--- src/rtl/core/spq_pkg.sv ---
// Package for the sorted priority queue: payload structs, cell types and codes.
// Used by spq_cell and sorted_priority_queue; depends on nothing.
package spq_pkg;

   localparam int unsigned DEFAULT_DEPTH = 16;
   localparam int unsigned VALUE_W = 32;
   localparam int unsigned RANK_W = 16;
   localparam int unsigned COUNT_W = 5;

   localparam logic OP_INSERT = 1'b0;
   localparam logic OP_DELETE = 1'b1;

   localparam logic [1:0] ST_INSERTED = 2'd0;
   localparam logic [1:0] ST_DELETED = 2'd1;
   localparam logic [1:0] ST_EMPTY = 2'd2;
   localparam logic [1:0] ST_FULL = 2'd3;

   typedef struct packed {
      logic                      op;
      logic signed [VALUE_W-1:0] entry_value;
      logic signed [RANK_W-1:0]  entry_rank;
   } req_payload_type;

   typedef struct packed {
      logic [1:0]                status;
      logic signed [VALUE_W-1:0] out_value;
      logic signed [RANK_W-1:0]  out_rank;
      logic [COUNT_W-1:0]        count;
   } rsp_payload_type;

   typedef struct packed {
      logic signed [VALUE_W-1:0] value;
      logic signed [RANK_W-1:0]  rank;
   } entry_type;

   typedef struct packed {
      logic      do_insert;
      logic      do_delete;
      entry_type entry;
   } cell_cmd_type;

endpackage

--- src/rtl/core/spq_cell.sv ---
// One slot of the sorted row: holds an entry and trades it with its neighbors.
// Depends on spq_pkg for the entry and command types.
module spq_cell
   import spq_pkg::*;
(
   input  logic         clock,
   input  cell_cmd_type cmd,
   input  logic         occupied,
   input  logic         left_le,
   input  entry_type    left_entry,
   input  entry_type    right_entry,
   output logic         le,
   output entry_type    entry
);

   entry_type entry_ff;
   entry_type entry_in;

   assign le = occupied && (entry_ff.rank <= cmd.entry.rank);
   assign entry = entry_ff;

   always_comb begin
      entry_in = entry_ff;
      if (cmd.do_insert) begin
         if (!le) begin
            entry_in = left_le ? cmd.entry : left_entry;
         end
      end else if (cmd.do_delete) begin
         entry_in = right_entry;
      end
   end

   always_ff @(posedge clock) begin
      entry_ff <= entry_in;
   end

endmodule

--- src/rtl/core/sorted_priority_queue.sv ---
// Sorted priority queue, lowest rank served first, equal ranks in arrival order.
// Depends on spq_pkg and spq_cell.
//
// The queue takes one insert or delete transaction per clock cycle and returns its result in
// the following cycle from an output register; a new transaction is taken whenever that
// register is empty or being drained. The entries sit in a row of DEPTH cells, and every cell
// compares its rank with the incoming one in the same cycle and shifts toward or away from the
// front with its neighbor, so the compare-and-shift across the whole row sets the rate.
// An insert into a full queue and a delete from an empty queue report their status and leave
// the contents untouched. The count field gives the low five bits of the resulting count.
module sorted_priority_queue
   import spq_pkg::*;
#(
   parameter int unsigned DEPTH = DEFAULT_DEPTH
) (
   input  logic            clock,
   input  logic            reset,
   input  logic            req_valid,
   output logic            req_stall,
   input  req_payload_type req_payload,
   output logic            rsp_valid,
   input  logic            rsp_stall,
   output rsp_payload_type rsp_payload
);

   localparam int unsigned CNT_W = $clog2(DEPTH + 1);

   logic [CNT_W-1:0] cnt_ff;
   logic [CNT_W-1:0] cnt_in;
   logic             rsp_valid_ff;
   logic             rsp_valid_in;
   rsp_payload_type  rsp_payload_ff;
   rsp_payload_type  rsp_payload_in;

   logic               accept;
   logic               is_full;
   logic               is_empty;
   cell_cmd_type       cmd;
   logic [DEPTH-1:0]   le;
   entry_type          entry [DEPTH];
   logic [CNT_W+4:0]   cnt_ext;

   assign req_stall = rsp_valid_ff && rsp_stall;
   assign accept = req_valid && !req_stall;
   assign is_full = (cnt_ff == CNT_W'(DEPTH));
   assign is_empty = (cnt_ff == '0);

   assign cmd.do_insert = accept && (req_payload.op == OP_INSERT) && !is_full;
   assign cmd.do_delete = accept && (req_payload.op == OP_DELETE) && !is_empty;
   assign cmd.entry.value = req_payload.entry_value;
   assign cmd.entry.rank = req_payload.entry_rank;

   for (genvar i = 0; i < DEPTH; i++) begin : g_cell
      spq_cell u_cell (
         .clock       (clock),
         .cmd         (cmd),
         .occupied    (CNT_W'(i) < cnt_ff),
         .left_le     ((i == 0) ? 1'b1 : le[(i == 0) ? 0 : i - 1]),
         .left_entry  (entry[(i == 0) ? 0 : i - 1]),
         .right_entry (entry[(i == DEPTH - 1) ? i : i + 1]),
         .le          (le[i]),
         .entry       (entry[i])
      );
   end

   always_comb begin
      cnt_in = cnt_ff;
      if (cmd.do_insert) begin
         cnt_in = cnt_ff + CNT_W'(1);
      end else if (cmd.do_delete) begin
         cnt_in = cnt_ff - CNT_W'(1);
      end
      cnt_ext = {5'b0, cnt_in};
   end

   always_comb begin
      rsp_valid_in = rsp_valid_ff && rsp_stall;
      rsp_payload_in = rsp_payload_ff;
      if (accept) begin
         rsp_valid_in = 1'b1;
         rsp_payload_in.out_value = '0;
         rsp_payload_in.out_rank = '0;
         rsp_payload_in.count = cnt_ext[4:0];
         unique case (req_payload.op)
            OP_INSERT: begin
               rsp_payload_in.status = is_full ? ST_FULL : ST_INSERTED;
            end
            OP_DELETE: begin
               if (is_empty) begin
                  rsp_payload_in.status = ST_EMPTY;
               end else begin
                  rsp_payload_in.status = ST_DELETED;
                  rsp_payload_in.out_value = entry[0].value;
                  rsp_payload_in.out_rank = entry[0].rank;
               end
            end
            default: begin
               rsp_payload_in.status = ST_EMPTY;
            end
         endcase
      end
   end

   always_ff @(posedge clock) begin
      if (reset) begin
         cnt_ff <= '0;
         rsp_valid_ff <= 1'b0;
      end else begin
         cnt_ff <= cnt_in;
         rsp_valid_ff <= rsp_valid_in;
      end
      rsp_payload_ff <= rsp_payload_in;
   end

   assign rsp_valid = rsp_valid_ff;
   assign rsp_payload = rsp_payload_ff;

`ifndef ASSERT_OFF
   a_count_bound: assert property (@(posedge clock) disable iff (reset)
      cnt_ff <= CNT_W'(DEPTH))
      else $error("Entry count exceeds the queue depth.");

   a_accept_gives_rsp: assert property (@(posedge clock) disable iff (reset)
      accept |=> rsp_valid_ff)
      else $error("Accepted transaction produced no response.");

   a_full_holds_count: assert property (@(posedge clock) disable iff (reset)
      (accept && req_payload.op == OP_INSERT && is_full) |=> (cnt_ff == CNT_W'(DEPTH)))
      else $error("Insert into a full queue changed the count.");

   a_empty_holds_count: assert property (@(posedge clock) disable iff (reset)
      (accept && req_payload.op == OP_DELETE && is_empty) |=> (cnt_ff == '0))
      else $error("Delete from an empty queue changed the count.");
`endif

endmodule

--- config.mk ---
export PLATFORM = sky130hd
export DESIGN_NAME = sorted_priority_queue
export DESIGN_NICKNAME = d
export VERILOG_FILES = /design/src/rtl/core/spq_pkg.sv /design/src/rtl/core/spq_cell.sv /design/src/rtl/core/sorted_priority_queue.sv
export SDC_FILE = /design/constraint.sdc
export NUM_CORES = 2
export LEC_CHECK = 0
export ABC_CLOCK_PERIOD_IN_PS = 22700
export BUFFER_PORTS_ARGS = -buffer_cell sky130_fd_sc_hd__buf_2
export CAP_MARGIN = 40
export CORE_MARGIN = 8
export CORE_UTILIZATION = 45
export CTS_CLUSTER_SIZE = 12
export DETAILED_ROUTE_END_ITERATION = 8
export MAX_ROUTING_LAYER = met4
export PLACE_DENSITY_LB_ADDON = 0.12
export SLEW_MARGIN = 20
export SYNTH_ARGS = -nofsm -noshare
export SYNTH_HDL_FRONTEND = slang
export SYNTH_SLANG_ARGS = --single-unit
export TNS_END_PERCENT = 5
--- constraint.sdc ---
create_clock -name clock -period 22.7 [get_ports clock]
set_input_delay 5.675 -clock clock [delete_from_list [all_inputs] [get_ports clock]]
set_output_delay 5.675 -clock clock [all_outputs]
set_load 0.02 [all_outputs]
* Word level (Yosys, flattened, before mapping)
Cells that the tools add are included.
** Storage, ports and cells
- Register bits :: 829
- Bits of input ports :: 53
- Output and inout bits :: 57
- Word-level logic and storage cells :: 200
** Cells by class
- Add/sub/neg operators :: 2
- Magnitude comparators :: 32
- Equal/unequal tests :: 16
- Muxes and demuxes :: 66
- Bitwise gates (word level) :: 2
- Reduce and logical (&&, ||, !) cells :: 44
** Operator list (number)
- $mux 48 :: 60
- $le 16x16->1 :: 16
- $lt 4x5->1 const A :: 8
- $reduce_and 2->1 :: 16
- $ne 2x2->1 const B :: 15
- $logic_and 1x1->1 :: 22
- $lt 3x5->1 const A :: 4
- $lt 1x5->1 const A :: 2
- $lt 2x5->1 const A :: 2
- $mux 5 :: 2
- $add 5x1->5 const B :: 1
- $eq 5x5->1 const B :: 1
- $logic_not 5->1 :: 1
- $sub 5x1->5 const B :: 1
- $mux 2 :: 2
- $pmux 2 s2 :: 1
- $logic_not 1->1 :: 3
- $not 1->1 :: 2
- $reduce_bool 2->1 :: 1
- $reduce_or 2->1 :: 1
- $mux 1 :: 1

* Logic depth before layout (Yosys ltp)
- Word-level depth :: 7
- Depth in mapped cells :: 11
- Gate-level depth less buffers :: 9

* Hierarchy
Synthesis repeated with hierarchy kept, for this count alone.
** Unflattened totals
- Cell total of the unflattened synthesis :: 4602
- Area, all modules :: 48677.9 sq um
** Modules (own cells, without submodules)
- spq_cell at g_cell[0].u_cell ... :: times used 10, cells an instance 277, area each 2892.8 sq um, sequential area each 1441.4 sq um
- spq_cell at g_cell[4].u_cell ... :: times used 6, cells an instance 271, area each 2855.2 sq um, sequential area each 1441.4 sq um
- sorted_priority_queue :: times used 1, cells an instance 206, area each 2618.8 sq um, sequential area each 1771.7 sq um

* Least setup slack after synthesis
Ideal clock, no wire load.
- Path kind :: in2reg
- Start :: in rsp_stall
- End :: reg g_cell[10].u_cell.entry_ff (netlist bit g_cell[10].u_cell.entry[0]) (enable)
- Setup time :: 520 ps
- Arrival :: 12085 ps
- Required time :: 22180 ps
- Slack :: 10095 ps
- Cell stages on the path :: 7
- Path buffers :: 3
- Path through :: and2_1 > nor2b_1 > clkbuf_1 > nand2_1 > clkbuf_1 > clkbuf_1 > o21ai_0
** Between the ends
- Word-level cells in the longest chain between the ends :: 7
- Elaborated cells on any way between the ends :: 10
- Those cells by class :: 1 x eq/ne; 9 x reduce/logical
** Ends and longest elaborated chain
- start: declaration :: RTL line sorted_priority_queue.sv:22 : input logic rsp_stall,
- $logic_and 1x1->1 * :: RTL line sorted_priority_queue.sv:43 : assign req_stall = rsp_valid_ff && rsp_stall;
- $logic_not 1->1 * :: RTL line sorted_priority_queue.sv:44 : assign accept = req_valid && !req_stall;
- $logic_and 1x1->1 * :: RTL line sorted_priority_queue.sv:44
- named net accept :: RTL line sorted_priority_queue.sv:35 : logic accept;
- $logic_and 1x1->1 (on tied branches) (2 in series) :: RTL line sorted_priority_queue.sv:48, sorted_priority_queue.sv:49
- $ne 2x2->1 (no line) / $reduce_bool 2->1 (equally long branches)
- $reduce_and 2->1 (no line) *
- end signal: assignment :: RTL line spq_cell.sv:34 : entry_ff <= entry_in;
- end: declaration :: RTL line spq_cell.sv:16 : entry_type entry_ff;
Mark *: on every way through the listed nets, which the timed path passes. The rest lies on a longest branch.
A chain may end at the register's enable or synchronous reset.

* Worst setup path in the final report
- Start :: in rsp_stall
- End :: out req_stall
** Between the ends
- Word-level cells in the longest chain between the ends :: 1
** Ends and longest elaborated chain
- $logic_and 1x1->1 :: RTL line sorted_priority_queue.sv:43
- end: declaration :: RTL line sorted_priority_queue.sv:19 : output logic req_stall,
No other way between the ends.

==> qor.csv <==
stage,metric,value,unit
synth,Post-Syn Nets,4900,
global_routing,largest net degree at the start of global routing,94,
power_and_ir_drop,Reg power frac,45.4,%
placed_design,placed cell count,5813,
clock_network,TritonCTS buffer count,94,
worst_setup_path,reg2reg end,g_cell[14].u_cell.entry[40],
worst_setup_path,critical path class,in -> out,
layout,share of layout cells above drive strength 1,9.902,%
synth,Syn Area/Cell,10.32,µm²
global_routing,GRT met1 Usage,36.95,%
global_routing,met3 Track Usage GR,4.060,%
synth,Synth area leaders,"edfxtp_1 (52%), a21oi_1 (7.3%), mux2i_1 (7.2%)",
worst_setup_path,CP Launch Type,input port,
synth,Post-Syn Instances,4588,
die,# rows,119,
power_and_ir_drop,Clock power frac,33.4,%
worst_hold_path,Hold Path Class,reg -> reg,
detailed_routing,DRC viols,0,
global_routing,gr busiest metal,met2,
worst_setup_path,highest cell delay on the worst timing path,0.20,ns
worst_setup_path,Worst path slowest cell,buf_2,
sta,skew final,0.03669,ns
power_and_ir_drop,PD cells,85.72,nW/µm²
detailed_routing,Total Routed Length,156.8,mm
detailed_routing,Via density,6.254,
sta,minimum clock period,11.80,ns
detailed_routing,Initial DRC Count,3911,
worst_setup_path,CP Capture Type,output port,
clock_network,post-CTS sizing,0,
power_and_ir_drop,Static Leakage,20.98,nW
clock_network,clk_lat worst skew,0.70,ns
sta,Worst-Margin Slew,0.9064,ns
worst_setup_path,CP arrival,6.13,ns
die,initial core utilization,45.18,%
global_routing,met2 Resource Use GR,40.69,%
power_and_ir_drop,Tot Pwr,4.523,mW
worst_setup_path,WP data required,17.02,ns
die,Top Ports,110,
clock_network,Clock Path Buffers,3,
synth,sequential area share after synthesis,52.44,%
placed_design,worst slack at placement,10.90,ns
clock_network,root buffer cell,clkbuf_16,
placed_design,PortBufs,109,
synth,top_reg_cell synth,edfxtp_1,
synth,asr flop ratio synth,0,%
power_and_ir_drop,Max rail drop VDD,0.06770,mV
placed_design,Post-DP Area,49670,µm²
sta,Relative slew margins,38.94,%
synth,Yosys top cell area share,52.19,%
clock_network,# clock sinks,829,
synth,YS warnings,0,
worst_setup_path,Reg2Reg Depth,15,
worst_setup_path,Crit path top cell by count,buf_2,
worst_setup_path,Worst setup startpoint,rsp_stall,
clock_network,post-CTS setup buffers,0,
die,Die Wd,340.4,µm
flow_run,Max Cap Viol,0,
synth,Synth Register Bits,829,
clock_network,CTS H-tree depth,3,
placed_design,HPWL after DPL,98.39,mm
power_and_ir_drop,Net Sw Frac,31.64,%
global_routing,GRT overflow,0,
sta,final hold vios,0,
power_and_ir_drop,internal power,3.092,mW
sta,fin. max-slew vios,0,
placed_design,gpl congestion,0.9137,
sta,Highest Clock Rate,0.08471,GHz
power_and_ir_drop,Comb pwr share,21.2,%
detailed_routing,Final ANT Viol Nets,0,
detailed_routing,vias,37453,
sta,setup_tns,0,ns
clock_network,CTS tree,yes,
worst_setup_path,R2R setup slack,16.42,ns
detailed_routing,TritonRoute pass-1 iters,5,
die,core footprint,104800,µm²
sta,Final Hold Slack,0.5450,ns
worst_setup_path,RR Startpoint,cnt_ff[0],
die,Die H,340.4,µm
synth,"area leader, netlist",edfxtp_1,
worst_setup_path,Crit Path Max Fanout,3,
detailed_routing,Routed WL per cell,26.18,µm
layout,Area Growth Syn to Fin,11.41,%
global_routing,Total GRT Usage,26.84,%
sta,slack of the critical path,10.90,ns
clock_network,cts hold-fix bufs,0,
global_routing,initial antenna violation count,7,
clock_network,clk slew on worst S/H paths,0.06,ns
sta,final worst path period share,52.00,%
synth,Netlist cell types,71,
die,Total Die Area,115900,µm²
sta,Setup-failing EPs final,0,
power_and_ir_drop,Sw Pwr,1.431,mW
global_routing,global-route wire length before repair,235.5,mm
global_routing,vias in the first global route,36546,
status,status,completed,
layout,Post-Route Utilization,50.33,%
sta,RSZ-0062 raised after global routing,no,
worst_setup_path,Worst setup endpoint,req_stall,
layout,Final Cell Area,52760,µm²
layout,Final Non-Filler Cells,5989,
worst_setup_path,cells along the critical path,"buf_2, and2_1, buf_2",
layout,final net count,4834,
synth,number of synthesized flops with an enable pin,823,
synth,Mapped Area,47350,µm²
==> logic make-up after synthesis <==
family / share of synthesized area [%]
compound gates: 16.60
xor+xnor: 0.09248
fa+ha+maj: 6.844
buf+inv: 3.866
flops: 52.44
mux: 8.331
simple gates: 11.82
==> how the worst min path moves through the flow <==
stage	start	end	slack, ns	depth (start not counted)
final	g_cell[0].u_cell.entry[35]	rsp_payload[40]	0.54	1
after global routing	g_cell[1].u_cell.entry[17]	g_cell[0].u_cell.entry[17]	0.57	2
after CTS	g_cell[0].u_cell.entry[35]	rsp_payload[40]	0.55	1
after detailed placement	g_cell[1].u_cell.entry[21]	g_cell[0].u_cell.entry[21]	0.54	2
after global placement	g_cell[13].u_cell.entry[20]	g_cell[12].u_cell.entry[20]	0.53	2
after floorplan	g_cell[13].u_cell.entry[16]	g_cell[12].u_cell.entry[16]	0.52	2
==> cells in the mapped netlist, drive strengths merged (4+ instances only) <==
library cell / number
a211o: 4
a211oi: 8
a21boi: 5
a21o: 40
a21oi: 695
a22oi: 4
a31oi: 245
and2: 57
and3: 7
and4: 8
buf: 101
clkbuf: 289
dfxtp: 6
edfxtp: 823
ha: 259
inv: 47
mux2: 49
mux2i: 339
nand2: 314
nand3: 73
nand4: 51
nor2: 645
nor2b: 25
nor3: 6
nor4: 12
o211a: 4
o211ai: 14
o21a: 7
o21ai: 292
o221ai: 5
o22ai: 4
o31ai: 55
or2: 7
or4: 17
or4b: 33
xnor2: 5
==> registers in the layout (all words and copies together) (netlist names) <==
name,flops
g_cell.u_cell.entry,768
rsp_valid,1
rsp_payload,55
cnt_ff,5
==> worst max-delay path, delay by kind of cell <==
family,cells,cell delay (ns)
buffers and inverters,2,0.27
and+or+nand+nor,1,0.19
==> power by group through the flow <==
stage / clock, mW / sequential (mW) / combinational, mW
2_1_floorplan: 0 / 2.06 / 0.587
3_3_place_gp: 0 / 2.09 / 0.900
3_5_place_dp: 0 / 2.08 / 0.940
4_1_cts: 1.54 / 2.05 / 0.944
5_1_grt: 1.59 / 2.07 / 1.04
6_report: 1.51 / 2.05 / 0.957
==> cells in the final DEF (no fill, tap or decap), drive strengths merged, types with 6 or more instances in the layout <==
master  count
mux2       49
or2         7
o211ai     14
dfxtp       6
a21o       40
and4        8
o31ai      55
nor4       12
clkinv     39
nand2     314
and2       57
ha        259
nand3      73
edfxtp    823
o21a        7
clkbuf    122
nor3        6
inv        49
nor2      645
a21oi     695
a211oi      8
and3        7
o21ai     292
bufinv      6
nor2b      25
or4b       33
mux2i     339
nand4      51
buf       228
or4        17
a31oi     245
==> metal layers <==
layer,routed length [µm],up-vias
met2,70270,1507
met3,12430,228
met4,4955,0
met1,69140,18669
met5,0,-
li1,-,17049
==> layout make-up <==
cell class                 instances  area, µm²
fill                            9699      52060
inverter                          47      176.4
antenna                            3      7.507
sequential                       829      24830
tap                             1391       1740
clock buffer                     122       2497
timing repair buffer             228       2007
multi-input combinational       3322      21020
clock inverter                    47      479.2
(Power assumes the default switching activity.)
